**src/rtl/npcs_pkg.sv**
```systemverilog
package npcs_pkg;

  localparam int PALETTE_ENTRIES = 256;
  localparam int IDX_W = (PALETTE_ENTRIES > 1) ? $clog2(PALETTE_ENTRIES) : 1;
  localparam int CHAN_W = 8;
  localparam int QUERY_W = 10;
  localparam int SQ_W = 2 * CHAN_W;
  localparam int DIST_W = 18;
  localparam int WORD_W = 3 * CHAN_W;
  localparam logic [CHAN_W-1:0] CHANNEL_MAX = 8'd255;
  localparam logic [7:0] THRESHOLD_RESET = 8'd8;
  localparam logic MODE_LOAD = 1'b0;
  localparam logic MODE_QUERY = 1'b1;

  typedef struct packed {
    logic [CHAN_W-1:0] red;
    logic [CHAN_W-1:0] green;
    logic [CHAN_W-1:0] blue;
  } colour_t;

  // one squared-difference triple on its way to the compare stage
  typedef struct packed {
    logic valid;
    logic last;
    logic [IDX_W-1:0] index;
    logic [SQ_W-1:0] sq_red;
    logic [SQ_W-1:0] sq_green;
    logic [SQ_W-1:0] sq_blue;
  } dist_t;

  function automatic logic [CHAN_W-1:0] sat_channel(input logic [QUERY_W-1:0] v);
    logic [CHAN_W-1:0] r;
    if (v > QUERY_W'(CHANNEL_MAX)) begin
      r = CHANNEL_MAX;
    end else begin
      r = v[CHAN_W-1:0];
    end
    return r;
  endfunction

endpackage

```
**src/rtl/npcs_distance.sv**
```systemverilog
module npcs_distance (
  input  logic                       clk,
  input  logic                       rst,
  input  logic                       flush,
  input  logic                       in_valid,
  input  logic                       in_last,
  input  logic [npcs_pkg::IDX_W-1:0] in_index,
  input  npcs_pkg::colour_t          entry,
  input  npcs_pkg::colour_t          query,
  output npcs_pkg::dist_t            sqd
);
  import npcs_pkg::*;

  function automatic logic [SQ_W-1:0] sq_diff(input logic [CHAN_W-1:0] a,
                                              input logic [CHAN_W-1:0] b);
    logic [CHAN_W-1:0] d;
    d = (a > b) ? (a - b) : (b - a);
    return SQ_W'(d) * SQ_W'(d);
  endfunction

  always_ff @(posedge clk) begin
    if (rst || flush) begin
      sqd.valid <= 1'b0;
    end else begin
      sqd.valid <= in_valid;
    end
    sqd.last     <= in_last;
    sqd.index    <= in_index;
    sqd.sq_red   <= sq_diff(entry.red, query.red);
    sqd.sq_green <= sq_diff(entry.green, query.green);
    sqd.sq_blue  <= sq_diff(entry.blue, query.blue);
  end

endmodule
```
**config.mk**
```make
export PLATFORM = sky130hd
export DESIGN_NAME = npcs_distance
export DESIGN_NICKNAME = d
export VERILOG_FILES = /design/src/rtl/npcs_pkg.sv /design/src/rtl/npcs_distance.sv
export SDC_FILE = /design/constraint.sdc
export NUM_CORES = 1
export LEC_CHECK = 0
export ABC_AREA = 1
export BUFFER_PORTS_ARGS = -buffer_cell sky130_fd_sc_hd__buf_2
export CAP_MARGIN = 20
export CORE_AREA = 2 2 145 175
export DETAILED_ROUTE_END_ITERATION = 12
export DIE_AREA = 0 0 147 177
export RECOVER_POWER = 25
export SLEW_MARGIN = 20
export SYNTH_ARGS = -nofsm -noshare
export SYNTH_HDL_FRONTEND = slang
export SYNTH_SLANG_ARGS = --single-unit
```
**constraint.sdc**
```tcl
create_clock -name clk -period 6 [get_ports clk]
set_input_delay 1.2 -clock clk [delete_from_list [all_inputs] [get_ports clk]]
set_output_delay 1.2 -clock clk [all_outputs]
set_load 0.05 [all_outputs]
```
## Word-level counts from Yosys, hierarchy flattened

Index checks and enable logic that the tools add are counted.

| word-level totals | value |
|---|---|
| logic and storage cells | 22 |
| register bits after elaboration | 58 |
| memories | 0 |
| memory bits (writable) | 0 |
| ROM bits | 0 |
| output and inout port bits | 58 |
| bits in latches | 0 |

| cells by class | value |
|---|---|
| shifts and indexed selects | 0 |
| $mul | 3 |
| reductions and logical operators | 1 |
| div/mod/pow operators | 0 |
| equal/unequal tests | 0 |
| multiplexer cells | 3 |
| bitwise gates (word level) | 0 |
| order comparisons | 3 |
| $add $sub $neg | 6 |

Operators with widths:

| cell | number |
|---|---|
| 8-bit by 8-bit multiplier with 16-bit output | 3 |
| 8-bit subtractor | 6 |
| 8-bit > comparator | 3 |
| 8-bit 2-to-1 mux | 3 |
| 1-bit logical OR | 1 |

## Longest topological paths before layout

Gate-level depths: netlist (run 1).

| depth | value |
|---|---|
| depth in word-level cells | 3 |
| depth in mapped cells | 33 |
| depth with buffers taken out | 33 |

## Worst setup path after synthesis (run 1)

OpenSTA, ideal clock, no wires.

| timing path | value |
|---|---|
| path kind | input port to flip-flop |
| from | input port entry[16] (netlist bit) |
| to | register sqd[45] (netlist bit) |
| setup time | 127 ps |
| data arrival time | 5975 ps |
| path slack | -102 ps |
| cell stages on the path | 27 |
| path through | inv_1 > ha_1 > inv_1 > fa_1 > nand3_1 > nand3_1 > nand2_1 > nand2_1 > nand2_4 > inv_4 > nand2_2 > nand2_2 > nor2_1 > inv_1 > fa_1 > inv_1 > fa_1 > inv_1 > fa_1 > fa_1 > inv_1 > ha_1 > a21oi_1 > o21ai_0 > a21oi_1 > o21ai_0 > xor2_1 |

| between the ends | value |
|---|---|
| longest elaborated chain between the ends | 3 |

Ends and longest elaborated chain:

| what | RTL line | RTL |
|---|---|---|
| from (decl) | npcs_distance.sv:8 | `input npcs_pkg::colour_t entry,` |
| 8-bit subtractor / 8-bit > comparator (equally long branches) | npcs_distance.sv:17 | `d = (a > b) ? (a - b) : (b - a);` |
| 8-bit 2-to-1 mux (*) | npcs_distance.sv:17 |  |
| 8-bit by 8-bit multiplier with 16-bit output (*) | npcs_distance.sv:18 | `return SQ_W'(d) * SQ_W'(d);` |
| to (decl) | npcs_distance.sv:10 | `output npcs_pkg::dist_t sqd` |

Mark *: on every way between the ends. The rest lies on a longest branch, timed or not.
A chain may end at the register's enable or synchronous reset.

## Worst setup path in the final report (run 1)

Same ends and word-level chain as after synthesis.

==> impl_summary.log, run 1 <==
INFO  metric synthesis.yosys.warnings = 0
INFO  metric clock.fmax = 174 MHz
INFO  metric synth.largest_area_cell = sky130_fd_sc_hd__ha_1
INFO  metric timing.hold.worst.class = in2reg
INFO  metric critical-path-slowest-cell = sky130_fd_sc_hd__fa_1
INFO  metric final-setup-viol-count = 0
INFO  metric vias_per_cell = 4.33
INFO  metric detailedPlacementHpwl = 15.9 mm
INFO  metric postSynth.asyncResetShare = 0%
INFO  metric post_synth_instance_area = 8420 µm²
INFO  metric filler_cell_count = 2,522
INFO  metric postSynthAreaPerCell = 7.55 µm²
INFO  metric drt_pass1_iterations = 6
INFO  metric drt.antenna.violating_nets = 0
INFO  metric cts_h_tree_depth = 2
INFO  metric yosys.cell_count.top_type = sky130_fd_sc_hd__inv_1
INFO  metric worstMarginPinSlew = 614 ps
INFO  metric worst_path_dominant_cell_family = adder cells
INFO  metric numPortBuffers = 115
INFO  metric total_nets_final = 1,670
INFO  metric via_count = 7,456
INFO  metric layout.cells.non_filler = 1,723
INFO  metric dr.first_iter.drc_count = 222
INFO  metric cp_num_buf_inv = 8
INFO  metric cp.arrival = 5930 ps
INFO  metric drcViolationCount = 0
INFO  metric hold_buffers = 0
INFO  metric period_share = 95.8%
INFO  metric post_dp_cell_area = 10,600 µm²
INFO  metric synthToLayoutAreaGrowth = 30.6%
INFO  metric slew-limit-headroom = 59.2%
INFO  metric ios = 119
INFO  metric overall_overflow_remaining_after_global_route = 0
INFO  metric diodes = 0
INFO  metric maximum_fanout_count_along_the_critical_path = 8
INFO  metric synth_cell_type_count = 40
INFO  metric dp_cells = 1,710
INFO  metric critical-path-max-stage-delay = 540 ps
INFO  metric std_cell_rows = 63
INFO  metric die_area = 26,000 µm²
INFO  metric grt_max_degree = 16
INFO  metric initial_utilization = 34.5%
INFO  metric grt_first_pass_wirelength = 32.0 mm
INFO  metric tritoncts = yes
INFO  metric worst_case_clock_buffer_depth = 2
INFO  metric synthesized_netlist_cell_count = 1,116
INFO  metric final_layout_size_suffix_gt1_share = 27.7%
INFO  metric cts_buffers = 5
INFO  metric grt_use_total = 14.7%
INFO  metric synth_area_leaders = sky130_fd_sc_hd__ha_1, sky130_fd_sc_hd__fa_1, sky130_fd_sc_hd__dfxtp_1
INFO  metric totalWireLength = 18.1 mm
INFO  metric most_used_cell_along_the_critical_path = sky130_fd_sc_hd__inv_1
INFO  metric hold_viol_final = 0
INFO  metric die_height = 177 µm
INFO  metric synthDominantCellAreaShare = 19.8%
INFO  metric design_area = 11,000 µm²
INFO  metric status = finished, final reports clean
INFO  metric die_w = 147 µm
INFO  metric timing.final.crit_period = 5750 ps
INFO  metric post_drt_wl_per_cell = 10.5 µm
INFO  metric maxCapViolCount = 0
INFO  metric cp-start-kind = input port
INFO  metric synth-seq-area-share = 13.1%
INFO  metric synth-edff-count = 0
INFO  metric timing.hold.ws = 987 ps
INFO  metric gp_routability_congestion = 0.838
INFO  metric worst_ep_required_time = 6180 ps
INFO  metric first_global_vias = 7,653
INFO  metric largest_register_ff_count = 55
INFO  metric antenna_found_initial = 0
INFO  metric synth_commonest_cells = sky130_fd_sc_hd__inv_1, sky130_fd_sc_hd__nand2_1, sky130_fd_sc_hd__ha_1, sky130_fd_sc_hd__nor2_1, sky130_fd_sc_hd__fa_1
INFO  metric setup.worst_path.end_class = flop
INFO  metric timing.final.max_slew_violations = 0
INFO  metric root_buffer = sky130_fd_sc_hd__clkbuf_16
INFO  metric flop_and_latch_count_out_of_synthesis = 55
INFO  metric tritoncts_num_sinks = 55
INFO  metric regMostFlops = sqd
INFO  metric critical_path_class = in2reg
INFO  metric synth_flop_cell = sky130_fd_sc_hd__dfxtp_1
INFO  metric core_box_area = 24,400 µm²
INFO  metric path_clk_slew = 80 ps
INFO  metric reg.largest.list = sqd: 55 flops
-- per-stage QoR --
stage	setup WS [ps]	util, %	TNS (ps)
detailed placement	-244	43.5	-2800
global route	-33.2	45.0	-51.5
global placement	-166	43.5	-1550
CTS	72.0	44.2	0
floorplan	2.31	-	0
finish	253	45.0	0
-- cells by family (layout without fill, tap and decap cells) --
| logic type | after synthesis | after routing | share of synthesized area [%] |
|---|---|---|---|
| fa+ha+maj | 212 | 212 | 38.5 |
| compound gates | 104 | 104 | 6.88 |
| simple gates | 409 | 409 | 22.0 |
| other cells | 1 | 3 | 0.0445 |
| buf+inv | 267 | 547 | 12.4 |
| flops | 55 | 55 | 13.1 |
| xor+xnor | 68 | 68 | 7.07 |
-- placed cells by master (no fill, tap or decap), drive strengths merged, types with 2 or more instances in the layout --
cell    netlist  routed
a21oi        55      55
xor2         38      38
inv         253     253
fa           79      79
nor3          7       7
ha          133     133
a21boi        2       2
a21o          4       4
o21bai        9       9
nand4         8       8
conb          1       3
nand2       243     243
nand3        42      42
nor2        106     106
xnor2        30      30
clkbuf        3      24
dfxtp        55      55
a211oi        3       3
o21ai        27      27
buf          11     270
-- layer usage --
layer,vias up,part of all wire (%),track usage (%)
met4,0,1.7,4.05
met5,-,0,0
li1,3949,-,-
met3,21,3.0,1.93
met2,108,51,28.4
met1,3378,44,16.9
-- cell type report --
| cell class | count | area, µm² | share of cell area, % |
|---|---|---|---|
| multi-input cells | 796 | 6510 | 59.2 |
| repair buffers | 286 | 1860 | 16.9 |
| flip-flops and latches | 55 | 1100 | 10.0 |
| inverters | 253 | 960 | 8.73 |
| well taps | 325 | 407 | 3.70 |
| clock buffers | 8 | 156 | 1.42 |
-- final timing paths --
check	startpoint	end	cells after the start
worst max-delay path	entry[16]	sqd[45]	28
worst min-delay path	in_index[2]	sqd[50]	1
-- repair_timing --
item	4_1_cts	5_1_grt
endpoints found under the setup margin	0	21
resized for setup	0	54
buffers inserted	0	5
Power of run 1 is not shown: default switching activity piles up to over one toggle a cycle in this logic, so the estimate is an artifact.
==> inputs of run 2 (changes only) <==
--- a/config.mk
+++ b/config.mk
@@ -5,12 +5,12 @@
 export SDC_FILE = /design/constraint.sdc
 export NUM_CORES = 1
 export LEC_CHECK = 0
-export ABC_AREA = 1
+export ABC_AREA = 0
 export BUFFER_PORTS_ARGS = -buffer_cell sky130_fd_sc_hd__buf_2
 export CAP_MARGIN = 20
-export CORE_AREA = 2 2 145 175
+export CORE_AREA = 2 2 144 174
 export DETAILED_ROUTE_END_ITERATION = 12
-export DIE_AREA = 0 0 147 177
+export DIE_AREA = 0 0 146 176
 export RECOVER_POWER = 25
 export SLEW_MARGIN = 20
 export SYNTH_ARGS = -nofsm -noshare
==> impl_summary.log, run 2 <==
INFO  metric numPortBuffers = 115 (unchanged)
INFO  metric via_count = 7,552 (was 7,456)
INFO  metric hold_viol_final = 0 (unchanged)
INFO  metric post_synth_instance_area = 8310 µm² (was 8420 µm²)
INFO  metric synthToLayoutAreaGrowth = 51.4% (was 30.6%)
INFO  metric seqCellArea = 1100 µm² (unchanged)
INFO  metric antenna_found_initial = 0 (unchanged)
INFO  metric critical-path-max-stage-delay = 530 ps (was 540 ps)
INFO  metric layout.cells.non_filler = 1,650 (was 1,723)
INFO  metric setup.worst_path.end_class = flop (unchanged)
INFO  metric synthesis.yosys.warnings = 0 (unchanged)
INFO  metric cp.arrival = 6780 ps (was 5930 ps)
INFO  metric regMostFlops = sqd (unchanged)
INFO  metric grt_max_degree = 17 (was 16)
INFO  metric die_height = 176 µm (was 177 µm)
INFO  metric largest_register_ff_count = 55 (unchanged)
INFO  metric design_area = 12,600 µm² (was 11,000 µm²)
INFO  metric die_area = 25,700 µm² (was 26,000 µm²)
INFO  metric cts_buffers = 5 (unchanged)
INFO  metric synth-xor-area-share = 7.26% (was 7.07%)
INFO  metric yosys.cell_count.top_type = sky130_fd_sc_hd__inv_1 (unchanged)
INFO  metric synth-seq-area-share = 13.2% (was 13.1%)
INFO  metric core_box_area = 23,900 µm² (was 24,400 µm²)
INFO  metric period_share = 110% (was 95.8%)
INFO  metric first_global_vias = 7,785 (was 7,653)
INFO  metric critical-path-slowest-cell = sky130_fd_sc_hd__fa_1 (unchanged)
INFO  metric postSynth.asyncResetShare = 0% (unchanged)
INFO  metric diodes = 0 (unchanged)
INFO  metric status = finished with violations (was finished, final reports clean)
INFO  metric synthesized_netlist_cell_count = 946 (was 1,116)
INFO  metric multi_input_comb_area = 7350 µm² (was 6510 µm²)
INFO  metric grt_first_pass_wirelength = 34.1 mm (was 32.0 mm)
INFO  metric post_drt_wl_per_cell = 12.2 µm (was 10.5 µm)
INFO  metric timing.final.max_slew_violations = 0 (unchanged)
INFO  metric dr.first_iter.drc_count = 184 (was 222)
INFO  metric post_dp_cell_area = 11,400 µm² (was 10,600 µm²)
INFO  metric filler_cell_count = 2,259 (was 2,522)
INFO  metric worstMarginPinSlew = 600 ps (was 614 ps)
INFO  metric root_buffer = sky130_fd_sc_hd__clkbuf_16 (unchanged)
INFO  metric path_clk_slew = 80 ps (about the same)
INFO  metric final-setup-viol-count = 16 (was 0)
INFO  metric slew-limit-headroom = 60.2% (was 59.2%)
INFO  metric path_depth = 27 (was 28)
INFO  metric reg.largest.list = sqd: 55 flops (unchanged)
INFO  metric synth_area_leaders = sky130_fd_sc_hd__ha_1, sky130_fd_sc_hd__fa_1, sky130_fd_sc_hd__dfxtp_1 (unchanged)
INFO  metric cp-start-kind = input port (unchanged)
INFO  metric drcViolationCount = 0 (unchanged)
INFO  metric grt_setup_unrepaired = yes
INFO  metric synth_top_family_by_area = adder cells (unchanged)
INFO  metric post_synth_fa_ha_maj_area_fraction = 39.0% (was 38.5%)
INFO  metric synth-edff-count = 0 (unchanged)
INFO  metric drt.antenna.violating_nets = 0 (unchanged)
INFO  metric cts_h_tree_depth = 2 (unchanged)
INFO  metric clock.fmax = 152 MHz (was 174 MHz)
INFO  metric initial_utilization = 34.8% (was 34.5%)
INFO  metric die_w = 146 µm (was 147 µm)
INFO  metric dp_cells = 1,599 (was 1,710)
INFO  metric std_cell_rows = 62 (was 63)
INFO  metric flop_and_latch_count_out_of_synthesis = 55 (unchanged)
INFO  metric timing.hold.worst.class = in2reg (unchanged)
INFO  metric yosys-mux-area-fraction = 2.12% (was 0%)
INFO  metric timing.final.crit_period = 6580 ps (was 5750 ps)
INFO  metric synth-simple-area-share = 13.6% (was 22.0%)
INFO  metric layout_commonest_cell = sky130_fd_sc_hd__buf_4 (was sky130_fd_sc_hd__inv_1)
INFO  metric critical_path_class = in2reg (unchanged)
INFO  metric overall_overflow_remaining_after_global_route = 0 (unchanged)
INFO  metric worst_case_clock_buffer_depth = 2 (unchanged)
INFO  metric total_nets_final = 1,602 (was 1,670)
INFO  metric worst_slack = -578 ps (was 253 ps)
INFO  metric synth_cell_type_count = 78 (was 40)
INFO  metric timing.critical_path.from = entry[8] (was entry[16])
INFO  metric gp_routability_congestion = 0.865 (was 0.838)
INFO  metric final_layout_size_suffix_gt1_share = 44.8% (was 27.7%)
INFO  metric final_core_util = 52.7% (was 45.0%)
INFO  metric postSynthAreaPerCell = 8.79 µm² (was 7.55 µm²)
INFO  metric cp-endpoint = sqd[31] (was sqd[45])
INFO  metric cp_num_buf_inv = 7 (was 8)
INFO  metric tritoncts = yes (unchanged)
INFO  metric tritoncts_num_sinks = 55 (unchanged)
INFO  metric drt_pass1_iterations = 4 (was 6)
INFO  metric synth.largest_area_cell = sky130_fd_sc_hd__ha_1 (unchanged)
INFO  metric worst_path_dominant_cell_family = adder cells (unchanged)
INFO  metric failed_checks = setup timing
INFO  metric ios = 119 (unchanged)
INFO  metric synthDominantCellAreaShare = 20.0% (was 19.8%)
INFO  metric synth_commonest_cells = sky130_fd_sc_hd__inv_1, sky130_fd_sc_hd__ha_1, sky130_fd_sc_hd__nor2_1, sky130_fd_sc_hd__fa_1, sky130_fd_sc_hd__dfxtp_1 (was sky130_fd_sc_hd__inv_1, sky130_fd_sc_hd__nand2_1, sky130_fd_sc_hd__ha_1, sky130_fd_sc_hd__nor2_1, sky130_fd_sc_hd__fa_1)
INFO  metric detailedPlacementHpwl = 16.9 mm (was 15.9 mm)
INFO  metric worst_ep_required_time = 6200 ps (was 6180 ps)
INFO  metric grt_use_total = 16.0% (was 14.7%)
INFO  metric mostFrequentLayoutCells = sky130_fd_sc_hd__buf_4, sky130_fd_sc_hd__inv_1, sky130_fd_sc_hd__ha_1, sky130_fd_sc_hd__buf_2, sky130_fd_sc_hd__fa_1 (was sky130_fd_sc_hd__inv_1, sky130_fd_sc_hd__nand2_1, sky130_fd_sc_hd__buf_4, sky130_fd_sc_hd__ha_1, sky130_fd_sc_hd__buf_2)
INFO  metric totalWireLength = 20.1 mm (was 18.1 mm)
INFO  metric synth-compound-area-share = 14.7% (was 6.88%)
INFO  metric vias_per_cell = 4.58 (was 4.33)
INFO  metric maxCapViolCount = 0 (unchanged)
INFO  metric synth_flop_cell = sky130_fd_sc_hd__dfxtp_1 (unchanged)
INFO  metric maximum_fanout_count_along_the_critical_path = 4 (was 8)
[run 2: cell families (layout without fill, tap and decap cells)]
family                     count (synthesis)  after routing
AOI/OAI and AO/OA                        176            176
xor gates and xnor gates                  62             62
adders and majority gates                212            212
buffers and inverters                    207            589
DFF                                       55             55
muxes                                     16             16
other                                      1              3
and+or+nand+nor                          217            217
[run 2: layout make-up]
type | instances | share of cell area (%)
clock inverters | 1 | 0.0696
clock buffers | 7 | 1.13
flip-flops and latches | 55 | 8.75
repair buffers | 396 | 22.6
multi-input cells | 686 | 58.4
inverters | 185 | 5.84
well taps | 320 | 3.18
[run 2: repair_timing]
item                                    CTS  global route
pin swaps                                81            75
hold buffers                              0             0
endpoints found under the setup margin   19            24
setup buffers                            29            14
cloned                                    1             1
gates resized for setup                  65            84
[run 2: how the worst min path moves through the flow]
stage                 from       to  slack, ps  cells past startpoint
2_1_floorplan  in_index[0]  sqd[48]       1230                      0
5_1_grt            in_last  sqd[56]        960                      1
4_1_cts        in_index[0]  sqd[48]        960                      1
3_3_place_gp   in_index[0]  sqd[48]       1300                      1
3_5_place_dp   in_index[4]  sqd[52]       1300                      1
6_report       in_index[0]  sqd[48]        980                      1
[run 2: routing by layer]
| metal | wire length [µm] | vias to the layer above | GRT usage (%) |
|---|---|---|---|
| li1 | - | 3849 | - |
| met1 | 8310 | 3558 | 18.5 |
| met2 | 10800 | 123 | 30.9 |
| met3 | 683 | 22 | 1.96 |
| met4 | 354 | 0 | 4.29 |
| met5 | 0 | - | 0 |
[run 2: metrics by stage]
step | setup TNS (ps) | hold slack (ps) | setup WS (ps)
after floorplan | -5990 | 1230 | -723
after global placement | -13850 | 1300 | -946
after detailed placement | -15620 | 1300 | -994
after CTS | -5000 | 964 | -624
after global routing | -8840 | 963 | -818
final | -4860 | 983 | -578
Power of run 2 is left out for the same reason.
